<file path="src/rtl/necir_pkg.sv">
// ============================================================================
// necir_pkg - shared types and constants of the NEC IR frame decoder
// Register indexes, result codes, the classified event record and the
// helper that tests a duration against a nominal length.
// ============================================================================
package necir_pkg;

  // data bits in one full frame
  localparam int FRAME_BITS = 32;
  localparam int BIT_CNT_W  = $clog2(FRAME_BITS + 1);

  // field widths
  localparam int DUR_W  = 16;
  localparam int UNIT_W = 12;
  localparam int TOL_W  = 12;
  localparam int TMO_W  = 16;
  // room for a nominal length plus tolerance
  localparam int CMP_W  = DUR_W + 1;

  // configuration port
  localparam int CFG_IDX_W  = 2;
  localparam int CFG_DATA_W = 16;
  localparam logic [CFG_IDX_W-1:0] CFG_UNIT     = 2'd0;
  localparam logic [CFG_IDX_W-1:0] CFG_TOL      = 2'd1;
  localparam logic [CFG_IDX_W-1:0] CFG_GAP_TMO  = 2'd2;
  localparam logic [CFG_IDX_W-1:0] CFG_END_TMO  = 2'd3;

  // reset values of the configuration registers
  localparam logic [UNIT_W-1:0] UNIT_RST    = 12'd563;
  localparam logic [TOL_W-1:0]  TOL_RST     = 12'd281;
  localparam logic [TMO_W-1:0]  GAP_TMO_RST = 16'd10000;
  localparam logic [TMO_W-1:0]  END_TMO_RST = 16'd1000;

  // event queue between classifier and sequencer
  localparam int QDEPTH  = 2;
  localparam int Q_PTR_W = (QDEPTH > 1) ? $clog2(QDEPTH) : 1;
  localparam int Q_CNT_W = $clog2(QDEPTH + 1);

  // result status codes
  typedef enum logic [1:0] {
    ST_FRAME  = 2'd0,
    ST_REPEAT = 2'd1,
    ST_ERROR  = 2'd2
  } status_e;

  // one classified level event
  typedef struct packed {
    logic level;     // 0 low pulse, 1 high space
    logic m1;        // near 1 unit
    logic m3;        // near 3 units
    logic m4;        // near 4 units
    logic m8;        // near 8 units
    logic m16;       // near 16 units
    logic over_gap;  // wait beyond gap timeout
    logic over_end;  // wait beyond end pulse timeout
  } event_t;

  // nom - tol < dur < nom + tol, rearranged to stay unsigned
  function automatic logic near_len(input logic [DUR_W-1:0] dur,
                                    input logic [CMP_W-1:0] nom,
                                    input logic [TOL_W-1:0] tol);
    logic [CMP_W-1:0] dur_x;
    logic [CMP_W-1:0] tol_x;
    dur_x = CMP_W'(dur);
    tol_x = CMP_W'(tol);
    return ((dur_x + tol_x) > nom) && (dur_x < (nom + tol_x));
  endfunction

endpackage

</file>
<file path="src/rtl/necir_classifier.sv">
// ============================================================================
// necir_classifier - front end of the decoder
// Holds the configuration registers and tags each incoming level event
// with its length matches and timeout flags.
// ============================================================================
module necir_classifier (
  input  logic                                clk_i,
  input  logic                                rst_ni,
  input  logic                                cfg_we_i,
  input  logic [necir_pkg::CFG_IDX_W-1:0]     cfg_idx_i,
  input  logic [necir_pkg::CFG_DATA_W-1:0]    cfg_data_i,
  input  logic                                level_i,
  input  logic [necir_pkg::DUR_W-1:0]         duration_us_i,
  input  logic [necir_pkg::TMO_W-1:0]         wait_us_i,
  output necir_pkg::event_t                   event_o
);

  logic [necir_pkg::UNIT_W-1:0] unit_q;
  logic [necir_pkg::TOL_W-1:0]  tol_q;
  logic [necir_pkg::TMO_W-1:0]  gap_tmo_q;
  logic [necir_pkg::TMO_W-1:0]  end_tmo_q;

  logic [necir_pkg::CMP_W-1:0] nom1, nom3, nom4, nom8, nom16;

  // configuration registers
  always_ff @(posedge clk_i or negedge rst_ni) begin
    if (!rst_ni) begin
      unit_q    <= necir_pkg::UNIT_RST;
      tol_q     <= necir_pkg::TOL_RST;
      gap_tmo_q <= necir_pkg::GAP_TMO_RST;
      end_tmo_q <= necir_pkg::END_TMO_RST;
    end else if (cfg_we_i) begin
      unique case (cfg_idx_i)
        necir_pkg::CFG_UNIT:    unit_q    <= cfg_data_i[necir_pkg::UNIT_W-1:0];
        necir_pkg::CFG_TOL:     tol_q     <= cfg_data_i[necir_pkg::TOL_W-1:0];
        necir_pkg::CFG_GAP_TMO: gap_tmo_q <= cfg_data_i[necir_pkg::TMO_W-1:0];
        necir_pkg::CFG_END_TMO: end_tmo_q <= cfg_data_i[necir_pkg::TMO_W-1:0];
        default: ;
      endcase
    end
  end

  // nominal lengths: shifts and one add
  assign nom1  = necir_pkg::CMP_W'(unit_q);
  assign nom3  = (nom1 << 1) + nom1;
  assign nom4  = nom1 << 2;
  assign nom8  = nom1 << 3;
  assign nom16 = nom1 << 4;

  // tag the event
  always_comb begin
    event_o.level    = level_i;
    event_o.m1       = necir_pkg::near_len(duration_us_i, nom1, tol_q);
    event_o.m3       = necir_pkg::near_len(duration_us_i, nom3, tol_q);
    event_o.m4       = necir_pkg::near_len(duration_us_i, nom4, tol_q);
    event_o.m8       = necir_pkg::near_len(duration_us_i, nom8, tol_q);
    event_o.m16      = necir_pkg::near_len(duration_us_i, nom16, tol_q);
    event_o.over_gap = wait_us_i > gap_tmo_q;
    event_o.over_end = wait_us_i > end_tmo_q;
  end

endmodule

</file>
<file path="src/rtl/necir_queue.sv">
// ============================================================================
// necir_queue - short event queue
// Small FIFO of classified events between the classifier and the
// sequencer; push and pop may happen in the same cycle.
// ============================================================================
module necir_queue (
  input  logic              clk_i,
  input  logic              rst_ni,
  input  logic              push_i,
  input  necir_pkg::event_t push_data_i,
  output logic              full_o,
  input  logic              pop_i,
  output necir_pkg::event_t pop_data_o,
  output logic              valid_o
);

  necir_pkg::event_t                mem_q [necir_pkg::QDEPTH];
  logic [necir_pkg::Q_PTR_W-1:0]    wr_ptr_q, rd_ptr_q;
  logic [necir_pkg::Q_CNT_W-1:0]    cnt_q;

  logic do_push, do_pop;

  assign full_o     = cnt_q == necir_pkg::Q_CNT_W'(necir_pkg::QDEPTH);
  assign valid_o    = cnt_q != '0;
  assign do_push    = push_i && !full_o;
  assign do_pop     = pop_i && valid_o;
  assign pop_data_o = mem_q[rd_ptr_q];

  function automatic logic [necir_pkg::Q_PTR_W-1:0] ptr_inc(
      input logic [necir_pkg::Q_PTR_W-1:0] p);
    return (p == necir_pkg::Q_PTR_W'(necir_pkg::QDEPTH - 1)) ? '0 : p + 1'b1;
  endfunction

  // storage
  always_ff @(posedge clk_i) begin
    if (do_push) begin
      mem_q[wr_ptr_q] <= push_data_i;
    end
  end

  // pointers and fill count
  always_ff @(posedge clk_i or negedge rst_ni) begin
    if (!rst_ni) begin
      wr_ptr_q <= '0;
      rd_ptr_q <= '0;
      cnt_q    <= '0;
    end else begin
      if (do_push) wr_ptr_q <= ptr_inc(wr_ptr_q);
      if (do_pop)  rd_ptr_q <= ptr_inc(rd_ptr_q);
      if (do_push && !do_pop)      cnt_q <= cnt_q + 1'b1;
      else if (do_pop && !do_push) cnt_q <= cnt_q - 1'b1;
    end
  end

endmodule

</file>
<file path="src/rtl/necir_sequencer.sv">
// ============================================================================
// necir_sequencer - back end of the decoder
// Walks the NEC frame structure one classified event per cycle while the
// result slot is free or draining, and drives the result register.
// ============================================================================
module necir_sequencer (
  input  logic              clk_i,
  input  logic              rst_ni,
  input  logic              ev_valid_i,
  input  necir_pkg::event_t ev_i,
  output logic              ev_pop_o,
  output logic              out_valid_o,
  input  logic              out_ready_i,
  output logic [1:0]        status_o,
  output logic [7:0]        address_o,
  output logic [7:0]        command_o
);

  typedef enum logic [2:0] {
    PH_IDLE       = 3'd0,
    PH_LEAD_HIGH  = 3'd1,
    PH_REPEAT_END = 3'd2,
    PH_BIT_LOW    = 3'd3,
    PH_BIT_HIGH   = 3'd4,
    PH_FRAME_END  = 3'd5
  } phase_e;

  phase_e                            phase_q, phase_d;
  logic [necir_pkg::BIT_CNT_W-1:0]   cnt_q, cnt_d;
  logic [necir_pkg::FRAME_BITS-1:0]  word_q, word_d;

  logic                 out_valid_q;
  necir_pkg::status_e   status_q, status_d;
  logic [7:0]           addr_q, addr_d, cmd_q, cmd_d;

  logic take, emit, leader, timeout, bit_one, bit_zero, low1;

  // step when an event waits and the result slot is free or draining
  assign take     = ev_valid_i && (!out_valid_q || out_ready_i);
  assign ev_pop_o = take;

  assign leader   = !ev_i.level && ev_i.m16;
  assign low1     = !ev_i.level && ev_i.m1;
  assign bit_one  = ev_i.level && ev_i.m3;
  assign bit_zero = ev_i.level && ev_i.m1;
  assign timeout  = (phase_q == PH_REPEAT_END || phase_q == PH_FRAME_END) ?
                    ev_i.over_end : ev_i.over_gap;

  // next phase and result
  always_comb begin
    phase_d  = phase_q;
    cnt_d    = cnt_q;
    word_d   = word_q;
    emit     = 1'b0;
    status_d = necir_pkg::ST_ERROR;
    addr_d   = '0;
    cmd_d    = '0;
    if (phase_q != PH_IDLE && phase_q <= PH_FRAME_END && timeout) begin
      // late event: report, then judge it as a leader
      emit    = 1'b1;
      phase_d = leader ? PH_LEAD_HIGH : PH_IDLE;
    end else begin
      unique case (phase_q)
        PH_LEAD_HIGH: begin
          if (ev_i.level && ev_i.m4) begin
            phase_d = PH_REPEAT_END;
          end else if (ev_i.level && ev_i.m8) begin
            phase_d = PH_BIT_LOW;
            cnt_d   = '0;
            word_d  = '0;
          end else begin
            emit    = 1'b1;
            phase_d = PH_IDLE;
          end
        end
        PH_REPEAT_END: begin
          emit    = 1'b1;
          phase_d = PH_IDLE;
          if (low1) status_d = necir_pkg::ST_REPEAT;
        end
        PH_BIT_LOW: begin
          if (low1) begin
            phase_d = PH_BIT_HIGH;
          end else begin
            emit    = 1'b1;
            phase_d = PH_IDLE;
          end
        end
        PH_BIT_HIGH: begin
          if (bit_one || bit_zero) begin
            // LSB first: after a full frame bit i sits at position i
            word_d  = {bit_one, word_q[necir_pkg::FRAME_BITS-1:1]};
            cnt_d   = cnt_q + 1'b1;
            phase_d = (cnt_d >= necir_pkg::BIT_CNT_W'(necir_pkg::FRAME_BITS)) ?
                      PH_FRAME_END : PH_BIT_LOW;
          end else begin
            emit    = 1'b1;
            phase_d = PH_IDLE;
          end
        end
        PH_FRAME_END: begin
          emit    = 1'b1;
          phase_d = PH_IDLE;
          // command byte must be the inverse of its complement byte
          if (low1 && (word_q[23:16] == ~word_q[31:24])) begin
            status_d = necir_pkg::ST_FRAME;
            addr_d   = word_q[7:0];
            cmd_d    = word_q[23:16];
          end
        end
        default: begin
          // idle and unused codes: only a leader is welcome
          if (leader) begin
            phase_d = PH_LEAD_HIGH;
          end else begin
            emit    = 1'b1;
            phase_d = PH_IDLE;
          end
        end
      endcase
    end
  end

  // state and result register
  always_ff @(posedge clk_i or negedge rst_ni) begin
    if (!rst_ni) begin
      phase_q     <= PH_IDLE;
      cnt_q       <= '0;
      word_q      <= '0;
      out_valid_q <= 1'b0;
      status_q    <= necir_pkg::ST_ERROR;
      addr_q      <= '0;
      cmd_q       <= '0;
    end else begin
      if (take) begin
        phase_q <= phase_d;
        cnt_q   <= cnt_d;
        word_q  <= word_d;
      end
      if (take && emit) begin
        out_valid_q <= 1'b1;
        status_q    <= status_d;
        addr_q      <= addr_d;
        cmd_q       <= cmd_d;
      end else if (out_ready_i) begin
        out_valid_q <= 1'b0;
      end
    end
  end

  assign out_valid_o = out_valid_q;
  assign status_o    = status_q;
  assign address_o   = addr_q;
  assign command_o   = cmd_q;

endmodule

</file>
<file path="src/rtl/nec_ir_frame_decoder_core.sv">
// ============================================================================
// nec_ir_frame_decoder_core - NEC infrared frame decoder
// Decodes leader, repeat code and 32-bit frames from timed level events.
// ============================================================================
//
//  channel   direction  handshake               payload
//  -------   ---------  ----------------------  ------------------------------
//  in        sink       in_valid_i/in_ready_o   level_i, duration_us_i, wait_us_i
//  out       source     out_valid_o/out_ready_i status_o, address_o, command_o
//  cfg       sink       cfg_we_i (no wait)      cfg_idx_i, cfg_data_i
//
//  One event per cycle sustained while results drain; an accepted event is
//  classified on the way into the queue, then one sequencer step takes it
//  into the result register behind out_valid_o. The sequencer step sets the rate.
//  Reset returns the registers to their defaults and the decoder to idle.
//  A stalled result holds the sequencer; the two-entry queue takes events
//  until it is full, then in_ready_o drops.
//
module nec_ir_frame_decoder_core (
  input  logic                              clk_i,
  input  logic                              rst_ni,
  input  logic                              cfg_we_i,
  input  logic [necir_pkg::CFG_IDX_W-1:0]   cfg_idx_i,
  input  logic [necir_pkg::CFG_DATA_W-1:0]  cfg_data_i,
  input  logic                              in_valid_i,
  output logic                              in_ready_o,
  input  logic                              level_i,
  input  logic [15:0]                       duration_us_i,
  input  logic [15:0]                       wait_us_i,
  output logic                              out_valid_o,
  input  logic                              out_ready_i,
  output logic [1:0]                        status_o,
  output logic [7:0]                        address_o,
  output logic [7:0]                        command_o
);

  necir_pkg::event_t ev_in, ev_head;
  logic q_full, q_valid, q_pop, push;

  assign in_ready_o = !q_full;
  assign push       = in_valid_i && in_ready_o;

  // front: configuration and event tagging
  necir_classifier u_classifier (
    .clk_i         (clk_i),
    .rst_ni        (rst_ni),
    .cfg_we_i      (cfg_we_i),
    .cfg_idx_i     (cfg_idx_i),
    .cfg_data_i    (cfg_data_i),
    .level_i       (level_i),
    .duration_us_i (duration_us_i),
    .wait_us_i     (wait_us_i),
    .event_o       (ev_in)
  );

  // queue between front and back
  necir_queue u_queue (
    .clk_i       (clk_i),
    .rst_ni      (rst_ni),
    .push_i      (push),
    .push_data_i (ev_in),
    .full_o      (q_full),
    .pop_i       (q_pop),
    .pop_data_o  (ev_head),
    .valid_o     (q_valid)
  );

  // back: frame sequencer and result register
  necir_sequencer u_sequencer (
    .clk_i       (clk_i),
    .rst_ni      (rst_ni),
    .ev_valid_i  (q_valid),
    .ev_i        (ev_head),
    .ev_pop_o    (q_pop),
    .out_valid_o (out_valid_o),
    .out_ready_i (out_ready_i),
    .status_o    (status_o),
    .address_o   (address_o),
    .command_o   (command_o)
  );

  // a request pushed into an empty queue is there next cycle
  a_push_lands: assert property (@(posedge clk_i) disable iff (!rst_ni)
    (push && !q_valid) |=> q_valid)
    else $error("queued request lost");

  // the sequencer never pops an empty queue
  a_pop_valid: assert property (@(posedge clk_i) disable iff (!rst_ni)
    q_pop |-> q_valid)
    else $error("pop from empty queue");

  // only a full frame carries address and command
  a_fields_zero: assert property (@(posedge clk_i) disable iff (!rst_ni)
    (out_valid_o && status_o != necir_pkg::ST_FRAME) |->
      (address_o == 8'd0 && command_o == 8'd0))
    else $error("payload on non-frame result");

endmodule
</file>
<file path="config.mk">
export PLATFORM = sky130hd
export DESIGN_NAME = nec_ir_frame_decoder_core
export DESIGN_NICKNAME = d
export VERILOG_FILES = /design/src/rtl/necir_pkg.sv /design/src/rtl/necir_classifier.sv /design/src/rtl/necir_queue.sv /design/src/rtl/necir_sequencer.sv /design/src/rtl/nec_ir_frame_decoder_core.sv
export SDC_FILE = /design/constraint.sdc
export NUM_CORES = 1
export LEC_CHECK = 0
export ABC_CLOCK_PERIOD_IN_PS = 10500
export BUFFER_PORTS_ARGS = -buffer_cell sky130_fd_sc_hd__buf_4
export CAP_MARGIN = 10
export CORE_MARGIN = 5
export CORE_UTILIZATION = 45
export DETAILED_ROUTE_END_ITERATION = 16
export SETUP_SLACK_MARGIN = 0.3
export SLEW_MARGIN = 15
export SYNTH_ARGS = -nofsm -noshare
export SYNTH_HDL_FRONTEND = slang
export SYNTH_SLANG_ARGS = --single-unit
</file>
<file path="constraint.sdc">
create_clock -name clk_i -period 10.5 [get_ports clk_i]
set_input_delay 2.1 -clock clk_i [delete_from_list [all_inputs] [get_ports clk_i]]
set_output_delay 2.1 -clock clk_i [all_outputs]
set_load 0.01 [all_outputs]
</file>
# Word level (Yosys, flattened, before mapping)
# Memory sizes are Yosys's and may differ from the RTL's.
# Index checks and enable logic that the tools add are counted.
# classes
n_bitwise	2
n_addsub	12
order_cmp	14
n_eq_ne	13
reduce_logical	41
muxes	42
# ops
op	count
$mux W32	3
$lt A16 B17 Y1	5
$pmux W32 S2	1
$mux W8	6
$add A16 B12 Y17	2
$gt A16 B16 Y1	2
$logic_and A1 B1 Y1	21
$mux W6	3
$add A17 B12 Y17	1
$gt A17 B12 Y1	1
$gt A17 B14 Y1	1
$gt A17 B15 Y1	1
$gt A17 B16 Y1	1
$gt A17 B17 Y1	1
$add A15 B12 Y16	1
$add A14 B12 Y15	1
$mux W3	5
$add A13 B12 Y14	1
$mux W1	14
$add A12 B12 Y13	1
$mux W2	6
$pmux W3 S4	1
$pmux W6 S2	1
$eq A8 B8 Y1	1
other kinds (25)	43
# totals
wordCells	139
memories	1
ramBits	16
out_inout_bits	20
register_bits	120
input_bits	56
# mem_list
name	depth	word_bits	rd	rd_ports_with_merged_regs	wr	line	text
u_queue.mem_q	2	8	1	0	1	necir_queue.sv:17	necir_pkg::event_t mem_q [necir_pkg::QDEPTH];

# Logic depth before layout (Yosys ltp)
# Gate-level depths: netlist of the first run.
# depth
word_depth	8
ltp_mapped	22
depth_no_buf	22

# Hierarchy
# From an unflattened synthesis of the first run, not the netlist that was laid out.
# hier_totals
cells_unflattened	1296
hier_area_um2	12500.7
# by_module_without_submodules
module	seq_area_each_um2	n_inst	area_per_inst_um2	cells_per_inst
necir_classifier	1426.4	1	8943.6	1011
necir_sequencer	1502.7	1	2763.9	239
necir_queue	580.6	1	783.3	44
nec_ir_frame_decoder_core	0.0	1	10.0	2

# Least setup slack after synthesis of the first run
# OpenSTA, ideal clock, no wires.
# synth_timing
path_kind	input port to flip-flop
startpoint	input duration_us_i[0]
endpoint	memory u_queue.mem_q[0][2] in the netlist's numbering, data pin
t_required_ps	10239
slack_ps	4984
path_stages	15
setup_time_ps	261
n_path_buf	0
t_arrival_ps	5255
cell_sequence	ha_1 > fa_1 > nor2b_1 > o221ai_1 > a21oi_1 > o31a_1 > nor2_1 > xnor2_1 > ha_1 > and4_1 > a2111oi_0 > o211ai_1 > a31oi_1 > a31oi_1 > o22a_1
# synth_rtl
item	line	text
start: declaration	nec_ir_frame_decoder_core.sv:28	input logic [15:0] duration_us_i,
end: declaration	necir_queue.sv:17	

==> impl_metrics.env, run 1 <==
export IMPL_synth_xor_area_frac=0.0583
export IMPL_cts_buffers=17
export IMPL_synth_area_leaders="ha_1 (24%), dfrtp_1 (20%), o21ai_0 (5.2%)"
export IMPL_synth_simple_gate_area_frac=0.141
export IMPL_max_cap_viol_count=0
export IMPL_ys_ff_latch=136
export IMPL_wl_per_cell_um=17.3
export IMPL_hold_slack_ns=0.474
export IMPL_crit_fanout=5
export IMPL_grt_overflow_total=0
export IMPL_first_pass_iters=5
export IMPL_syn_num_nets=1665
export IMPL_grt_util_met2=0.378
export IMPL_worst_setup_path_start_kind="input pin"
export IMPL_cts_tree="done"
export IMPL_insertedDiodeCount=0
export IMPL_die_height_um=177
export IMPL_area_growth_pct=12.5
export IMPL_final_min_clock_period_ns=5.84
export IMPL_core_um2=27600
export IMPL_via_count=10082
export IMPL_nets=1737
export IMPL_cts_root_buf="clkbuf_16"
export IMPL_relSlewSlack=0.289
export IMPL_syn_inst=1362
export IMPL_worstHoldPathType="flip-flop to flip-flop"
export IMPL_layout_common_cells="ha_1 (240), nand2_1 (149), o21ai_0 (130), dfrtp_1 (99), inv_1 (81)"
export IMPL_cts_repair_resize_count=0
export IMPL_dieArea_um2=31200
export IMPL_reg2reg_slack_ns=4.93
export IMPL_finalMaxSlewViolations=0
export IMPL_track_usage=0.206
export IMPL_yosysTopAreaCell="ha_1"
export IMPL_synth_top_family_by_area="adder cells"
export IMPL_grt_pass1_vias=10337
export IMPL_fmaxAchievable_mhz=171
export IMPL_rsz0062_at_grt="false"
export IMPL_layout_commonest_cell="ha_1"
export IMPL_p_leak_nw=6.56
export IMPL_finalSetupTns_ns=0
export IMPL_drtIter0Drc=517
export IMPL_synth_distinct_cells=69
export IMPL_cts_setup_buffers=0
export IMPL_grt_max_degree=66
export IMPL_finalCritPeriodShare=0.557
export IMPL_viasPerCell=5.52
export IMPL_cts_sinks=136
export IMPL_synth_compound_area_frac=0.188
export IMPL_synth_edff_count=16
export IMPL_wl_um=31500
export IMPL_finalClockSkew_ns=0.0125
export IMPL_worst_pin_slew_ns=1.06
export IMPL_synth_flop_cell="dfrtp_1"
export IMPL_drive_gt1_frac=0.139
export IMPL_clk_pin_slew_ns=0.06
export IMPL_cp_required_ns=10.60
export IMPL_synth_adder_area_share=0.252
export IMPL_grt_met3_usage=0.0270
export IMPL_yosysWarnings=0
export IMPL_postSynthAreaPerCell_um2=9.16
export IMPL_status="finished clean"
export IMPL_grt_pass1_wl_um=51500
export IMPL_crit_path_end_kind="flip-flop"
export IMPL_ir_drop_v=0.000119
export IMPL_power_density_nw_per_um2=219
export IMPL_row_count=61
export IMPL_grt_busiest_layer="met2"
export IMPL_drc=0
export IMPL_synth_top_area_share=0.241
export IMPL_async_reset_ff_frac=0.882
export IMPL_synth_area_um2=12500
export IMPL_seq_area_frac_synth=0.281
export IMPL_clockBufferDepth=2
export IMPL_path_class="input pin to flip-flop"
export IMPL_gp_congestion=0.942
export IMPL_ant_nets=0
export IMPL_grt_use_met1=0.247
export IMPL_setup_violations=0
export IMPL_cts_hold_fix_buffers=0
export IMPL_die_w_um=177
export IMPL_synthMuxAreaShare=0.0441
export IMPL_hold_viol=0
export IMPL_grt_antenna_before_repair=0
export IMPL_initial_core_util=0.453
export IMPL_detailed_place_hpwl_um=25500
export IMPL_worstSkewPairLatency_ns=0.42
export IMPL_io_buffer_count=75
export IMPL_cp_data_arrival_time_ns=5.94
export IMPL_htree_num_levels=4
export IMPL_ioPinCount=76
export IMPL_fillers=2618
## state kept, by name, summed over array words and instances, names as in the netlist
name and count:
u_sequencer.word_q 32, u_classifier.end_tmo_q 16, u_classifier.gap_tmo_q 16, u_queue.mem_q 16, u_classifier.tol_q 12, u_classifier.unit_q 12, u_sequencer.address_o 8, u_sequencer.command_o 8
u_sequencer.cnt_q 6, u_sequencer.phase_q 3, u_queue.cnt_q 2, u_sequencer.status_o 2, u_queue.rd_ptr_q 1, u_queue.wr_ptr_q 1, u_sequencer.out_valid_o 1
## synth_stat cells, types with 7 or more instances
cell type  count
a2111oi_0      7
a211oi_1      12
a21o_1        37
a21oi_1       76
a31oi_1       10
clkbuf_1      15
dfrtp_1       99
dfstp_2       21
edfxtp_1      16
fa_1           7
ha_1         240
inv_1         81
mux2_2        48
nand2_1      149
nand2b_1      20
nand3_1       14
nand4_1       22
nor2_1        64
nor2b_1       37
nor3_1        16
o211ai_1      11
o21a_1        36
o21ai_0      130
o31ai_1        9
or2_2          7
xnor2_1       46
xor2_1        37
## layout make-up
type                    instances  area (µm²)  share of cell area
inverters                      82         308              0.0219
repair buffers                 79         593              0.0422
well taps                     378         473              0.0337
clock inverters                13         165              0.0118
multi-input cells            1118        8540               0.608
flip-flops and latches        136        3510               0.250
clock buffers                  19         453              0.0323
## final timing paths
check,startpoint,endpoint,cells after the start
worst max register to register,u_classifier.unit_q[1],u_queue.mem_q[0][5],17
min in group asynchronous,rst_ni,u_classifier.end_tmo_q[2],1
worst min register to register,u_sequencer.status_o[1],u_sequencer.status_o[1],2
max in group asynchronous,rst_ni,u_classifier.unit_q[8],2
worst min-delay path,u_sequencer.status_o[1],u_sequencer.status_o[1],2
worst max-delay path,duration_us_i[0],u_queue.mem_q[1][3],16
## where the power goes
group          internal, W  total, W  switching, W
clock network     0.000389  0.000624      0.000235
logic             0.000761   0.00173      0.000965
registers         0.000624  0.000721     0.0000968
## cell families after synthesis
family | after synthesis
muxes | 49
adders and majority gates | 247
and+or+nand+nor | 365
DFF | 136
xor gates and xnor gates | 83
AOI/OAI and AO/OA | 374
buffers and inverters | 108
## per-stage QoR
step	cell area, µm²	power, W	utilization	instances	setup WS (ns)
after floorplan	12500	0.00197	-	1362	4.98
after global placement	13400	0.00243	0.487	1793	4.42
after detailed placement	13400	0.00246	0.487	1793	4.33
after CTS	14000	0.00310	0.510	1825	4.75
after global routing	14000	0.00335	0.510	1825	4.38
final	14000	0.00307	0.510	1825	4.66
## worst max-delay path: stages
cell and delay, ns:
buf_4 0.12, ha_1 0.22, fa_1 0.40, nor2b_1 0.16
o221ai_1 0.24, a21oi_1 0.19, o31a_1 0.30, nor2_1 0.25
xnor2_1 0.23, ha_1 0.35, nand4_1 0.13, nor2_1 0.17
o21ai_0 0.11, o2111ai_1 0.11, o211ai_1 0.13, a2111oi_0 0.72
## metal layers
metal | share of wire | wire, µm | up-vias
met4 | 0.027 | 843 | 0
met1 | 0.43 | 13700 | 4801
li1 | - | - | 5078
met5 | 0 | 0 | -
met3 | 0.027 | 867 | 53
met2 | 0.51 | 16200 | 150
No activity file was read; power rests on OpenSTA's default activity.
==> run 2: changes to the inputs <==
--- a/config.mk
+++ b/config.mk
@@ -5,7 +5,7 @@
 export SDC_FILE = /design/constraint.sdc
 export NUM_CORES = 1
 export LEC_CHECK = 0
-export ABC_CLOCK_PERIOD_IN_PS = 10500
+export ABC_CLOCK_PERIOD_IN_PS = 5800
 export BUFFER_PORTS_ARGS = -buffer_cell sky130_fd_sc_hd__buf_4
 export CAP_MARGIN = 10
 export CORE_MARGIN = 5
==> constraint.sdc (replaced) <==
create_clock -name clk_i -period 5.8 [get_ports clk_i]
set_input_delay 1.16 -clock clk_i [delete_from_list [all_inputs] [get_ports clk_i]]
set_output_delay 1.16 -clock clk_i [all_outputs]
set_load 0.01 [all_outputs]
==> run 2 against run 1 <==
  * Non-clock buffer count rose by 4
  * First-iteration DRC count grew 1.4%
  * Hold slack lost 0.0029 ns
==> impl_metrics.env, run 2 (same netlist as run 1, synthesis figures left out) <==
export IMPL_finalCritPeriodShare=0.882
export IMPL_finalClockSkew_ns=0.0168
export IMPL_die_height_um=177
export IMPL_area_growth_pct=12.8
export IMPL_clockBufferDepth=2
export IMPL_core_um2=27600
export IMPL_largest_register="u_sequencer.word_q"
export IMPL_clk_pin_slew_ns=0.06
export IMPL_fillers=2648
export IMPL_setup_violations=0
export IMPL_wl_um=32100
export IMPL_cts_sinks=136
export IMPL_grt_antenna_before_repair=0
export IMPL_power_share_clock=0.205
export IMPL_wl_per_cell_um=17.5
export IMPL_worst_setup_path_start_kind="flip-flop"
export IMPL_viasPerCell=5.53
export IMPL_worst_pin_slew_ns=1.12
export IMPL_htree_num_levels=4
export IMPL_track_usage=0.209
export IMPL_drtIter0Drc=524
export IMPL_design_area_um2=14100
export IMPL_grt_overflow_total=0
export IMPL_p_sw_w=0.00236
export IMPL_grt_pass1_wl_um=52100
export IMPL_io_buffer_count=75
export IMPL_initial_core_util=0.453
export IMPL_via_count=10106
export IMPL_path_class="flip-flop to flip-flop"
export IMPL_cp_required_ns=5.99
export IMPL_row_count=61
export IMPL_drc=0
export IMPL_grt_max_degree=82
export IMPL_ir_drop_v=0.000191
export IMPL_cts_tree="done"
export IMPL_cts_root_buf="clkbuf_16"
export IMPL_netSwitchingFraction=0.422
export IMPL_cts_buffers=17
export IMPL_ant_nets=0
export IMPL_cts_repair_resize_count=0
export IMPL_pwr_share_seq=0.233
export IMPL_gp_congestion=0.885
export IMPL_crit_fanout=11
export IMPL_cts_setup_buffers=0
export IMPL_power_density_nw_per_um2=398
export IMPL_rsz0062_at_grt="false"
export IMPL_layout_commonest_cell="ha_1"
export IMPL_cts_hold_fix_buffers=0
export IMPL_status="finished clean"
export IMPL_layout_common_cells="ha_1 (240), nand2_1 (149), o21ai_0 (130), dfrtp_1 (99), buf_4 (83)"
export IMPL_p_comb_frac=0.562
export IMPL_relSlewSlack=0.251
export IMPL_grt_pass1_vias=10260
export IMPL_hold_viol=0
export IMPL_p_leak_nw=6.58
export IMPL_postPlaceCellArea_um2=13500
export IMPL_worstSkewPairLatency_ns=0.42
export IMPL_worstHoldPathType="flip-flop to flip-flop"
export IMPL_largest_reg_flops=32
export IMPL_final_min_clock_period_ns=5.11
export IMPL_finalSetupTns_ns=0
export IMPL_dieArea_um2=31200
export IMPL_drive_gt1_frac=0.141
export IMPL_fmaxAchievable_mhz=196
export IMPL_finalMaxSlewViolations=0
export IMPL_max_cap_viol_count=0
export IMPL_detailed_place_hpwl_um=25600
export IMPL_ioPinCount=76
export IMPL_internal_power_w=0.00323
export IMPL_cp_data_arrival_time_ns=5.30
export IMPL_first_pass_iters=7
export IMPL_insertedDiodeCount=0
export IMPL_nets=1741
export IMPL_die_w_um=177
export IMPL_crit_path_end_kind="flip-flop"
[run 2: cell types whose count changed in the layout (fill, tap and decap cells not counted), moves of 2 or more]
cell and delta:
buf_4 +4, clkbuf_1 +2, clkbuf_8 -2, clkinvlp_4 -2
[run 2: through the flow]
step / worst slack (ns) / power [W] / utilization / instances / hold WS (ns)
after global routing: 0.307 / 0.00613 / 0.511 / 1829 / 0.481
after detailed placement: 0.620 / 0.00445 / 0.488 / 1797 / 0.466
final: 0.685 / 0.00560 / 0.511 / 1829 / 0.471
after CTS: 0.596 / 0.00563 / 0.511 / 1829 / 0.476
after floorplan: 1.22 / 0.00357 / - / 1362 / 0.447
after global placement: 0.694 / 0.00440 / 0.488 / 1797 / 0.463
[run 2: final timing paths]
check	start	endpoint	slack, ns	depth (start not counted)
setup / recovery	u_classifier.unit_q[1]	u_queue.mem_q[0][5]	0.69	19
hold / removal	u_sequencer.status_o[1]	u_sequencer.status_o[1]	0.47	2
setup reg to reg	u_classifier.unit_q[1]	u_queue.mem_q[0][5]	0.69	19
hold reg to reg	u_sequencer.status_o[1]	u_sequencer.status_o[1]	0.47	2
max in group asynchronous	rst_ni	u_classifier.gap_tmo_q[9]	3.74	2
min in group asynchronous	rst_ni	u_classifier.gap_tmo_q[1]	0.92	1
[run 2: routing by layer]
layer,global-route usage,wire length (µm),up-vias
met5,0,0,-
met4,0.0709,922,0
met3,0.0266,882,44
met2,0.380,16100,143
met1,0.256,14200,4827
li1,-,-,5092
[run 2: power groups by stage]
stage	clock, W	combinational, W	sequential (W)
3_5_place_dp	0	0.00313	0.00132
4_1_cts	0.00117	0.00316	0.00131
2_1_floorplan	0	0.00233	0.00124
6_report	0.00115	0.00315	0.00130
5_1_grt	0.00121	0.00359	0.00133
3_3_place_gp	0	0.00309	0.00132
[run 2: area by class of cell]
type                            instances  area [µm²]  share of cell area
Clock inverter                         12         161              0.0115
Sequential cell                       136        3510               0.249
Multi-Input combinational cell       1118        8540               0.607
Timing Repair Buffer                   83         623              0.0443
Clock buffer                           20         458              0.0325
Inverter                               82         308              0.0219
Tap cell                              378         473              0.0336
[run 2: critical path, stage by stage, from the launching register on]
cell and delay [ns]:
dfstp_2 0.69, inv_1 0.22, fa_1 0.48, xnor2_1 0.23
ha_1 0.31, nand2_1 0.09, a21oi_1 0.06, or3b_2 0.48
o31ai_2 0.30, o21ai_0 0.24, a21o_1 0.23, a21oi_1 0.18
xor2_1 0.17, ha_1 0.26, a21o_1 0.18, a21oi_1 0.16
nor2b_1 0.06, o21ai_0 0.15, nand2_1 0.07, a221oi_1 0.31
==> run 3: changes to the inputs <==
--- a/config.mk
+++ b/config.mk
@@ -6,7 +6,7 @@
 export NUM_CORES = 1
 export LEC_CHECK = 0
 export ABC_CLOCK_PERIOD_IN_PS = 5800
-export BUFFER_PORTS_ARGS = -buffer_cell sky130_fd_sc_hd__buf_4
+export BUFFER_PORTS_ARGS = -buffer_cell sky130_fd_sc_hd__buf_2
 export CAP_MARGIN = 10
 export CORE_MARGIN = 5
 export CORE_UTILIZATION = 45
==> run 3 against run 2 <==
  * Clock-buffer cell count decreased by 2
  * Clock power hardly changed
  * Flip-flop and latch count unchanged
  * Register-to-register slack improved by 0.03 ns
  * Die area unchanged
  * Largest cell class unchanged
==> impl_metrics.env, run 3 (same netlist as run 1, synthesis figures left out) <==
export IMPL_worstSkewPairLatency_ns=0.42
export IMPL_setup_violations=0
export IMPL_worst_setup_path_start_kind="flip-flop"
export IMPL_cts_sinks=136
export IMPL_relSlewSlack=0.248
export IMPL_hold_viol=0
export IMPL_row_count=61
export IMPL_layout_common_cells="ha_1 (240), nand2_1 (149), o21ai_0 (129), dfrtp_1 (99), inv_1 (81)"
export IMPL_htree_num_levels=4
export IMPL_cts_hold_fix_buffers=0
export IMPL_cts_tree="done"
export IMPL_finalClockSkew_ns=0.0135
export IMPL_grt_antenna_before_repair=0
export IMPL_finalCritPeriodShare=0.876
export IMPL_max_cap_viol_count=0
export IMPL_clk_pin_slew_ns=0.06
export IMPL_wl_per_cell_um=17.6
export IMPL_dieArea_um2=31200
export IMPL_top_layer="met4"
export IMPL_first_pass_iters=4
export IMPL_drtIter0Drc=510
export IMPL_grt_pass1_vias=10329
export IMPL_track_usage=0.208
export IMPL_drive_gt1_frac=0.141
export IMPL_cts_repair_resize_count=0
export IMPL_layout_commonest_cell="ha_1"
export IMPL_cts_setup_buffers=0
export IMPL_crit_fanout=11
export IMPL_drc=0
export IMPL_cts_root_buf="clkbuf_16"
export IMPL_die_w_um=177
export IMPL_hold_slack_ns=0.470
export IMPL_grt_pass1_wl_um=52100
export IMPL_ant_nets=0
export IMPL_io_buffer_count=75
export IMPL_ioPinCount=76
export IMPL_final_min_clock_period_ns=5.08
export IMPL_largest_reg_flops=32
export IMPL_largest_register="u_sequencer.word_q"
export IMPL_gp_congestion=0.893
export IMPL_cp_data_arrival_time_ns=5.27
export IMPL_viasPerCell=5.55
export IMPL_wl_met2_um=16200
export IMPL_cts_buffers=17
export IMPL_nets=1741
export IMPL_grt_max_degree=74
export IMPL_worstHoldPathType="flip-flop to flip-flop"
export IMPL_clockBufferDepth=2
export IMPL_crit_path_end_kind="flip-flop"
export IMPL_initial_core_util=0.453
export IMPL_path_class="flip-flop to flip-flop"
export IMPL_cp_required_ns=5.99
export IMPL_power_density_nw_per_um2=403
export IMPL_finalMaxSlewViolations=0
export IMPL_fillers=2604
export IMPL_rsz0062_at_grt="false"
export IMPL_via_count=10153
export IMPL_wl_met1_um=14200
export IMPL_reg2reg_slack_ns=0.72
export IMPL_wl_um=32100
export IMPL_core_um2=27600
export IMPL_insertedDiodeCount=0
export IMPL_status="finished clean"
export IMPL_worst_pin_slew_ns=1.12
export IMPL_wl_met3_um=939
export IMPL_detailed_place_hpwl_um=25400
export IMPL_grt_overflow_total=0
export IMPL_area_growth_pct=11.3
export IMPL_finalSetupTns_ns=0
export IMPL_p_leak_nw=6.54
export IMPL_fmaxAchievable_mhz=197
export IMPL_ir_drop_v=0.000189
export IMPL_die_height_um=177
==> run 3: cell count changes in the layout (fill, tap and decap cells not counted), sizes merged <==
cell      previous run  this run
clkinvlp             1         2
inv                 86        89
clkbuf              20        18
clkinv               4         2
==> run 3: critical path, cell delays in order (launching register included) <==
cell,delay (ns)
dfstp_2,0.72
inv_1,0.22
fa_1,0.49
xnor2_1,0.23
ha_1,0.31
nand2_1,0.09
a21oi_1,0.06
or3b_2,0.48
o31ai_1,0.38
o21ai_1,0.21
a21o_1,0.21
a21oi_1,0.16
xor2_1,0.17
ha_1,0.26
a21o_1,0.19
a21oi_1,0.14
nor2b_1,0.05
o21ai_0,0.13
nand2_1,0.07
a221oi_1,0.30
==> run 3: final cells by class <==
| cell class | count | area [µm²] | share of cell area |
|---|---|---|---|
| sequential | 136 | 3510 | 0.253 |
| clock inverter | 14 | 184 | 0.0132 |
| inverter | 82 | 308 | 0.0222 |
| clock buffer | 18 | 439 | 0.0316 |
| multi-input combinational | 1118 | 8540 | 0.615 |
| tap | 378 | 473 | 0.0340 |
| timing repair buffer | 83 | 438 | 0.0315 |
==> run 3: through the flow <==
stage / cell area (µm²) / worst slack [ns] / total power (W) / std cells / utilization
2_1_floorplan: 12500 / 1.22 / 0.00357 / 1362 / -
3_3_place_gp: 13300 / 0.715 / 0.00439 / 1797 / 0.482
3_5_place_dp: 13300 / 0.650 / 0.00445 / 1797 / 0.482
4_1_cts: 13900 / 0.660 / 0.00564 / 1829 / 0.504
5_1_grt: 13900 / 0.307 / 0.00613 / 1829 / 0.504
6_report: 13900 / 0.720 / 0.00560 / 1829 / 0.504
==> run 3: metal layers <==
layer  global-route usage  vias up
li1                     -     5101
met1                0.258     4838
met2                0.377      174
met3               0.0225       40
met4               0.0687        0
met5                    0        -
==> run 3: final timing paths <==
path / startpoint / to / cells after the start
hold reg to reg: u_sequencer.command_o[0] / u_sequencer.command_o[0] / 2
setup / recovery: u_classifier.unit_q[1] / u_queue.mem_q[0][5] / 19
min in group asynchronous: rst_ni / u_classifier.gap_tmo_q[2] / 1
hold / removal: u_sequencer.command_o[0] / u_sequencer.command_o[0] / 2
setup reg to reg: u_classifier.unit_q[1] / u_queue.mem_q[0][5] / 19
max in group asynchronous: rst_ni / u_classifier.unit_q[8] / 2
==> run 3: report_power, final <==
part           internal, W  switching (W)  leakage [nW]  total [W]
logic              0.00138        0.00175          4.57    0.00313
registers          0.00113       0.000179          1.67    0.00131
clock network     0.000701       0.000460         0.301    0.00116
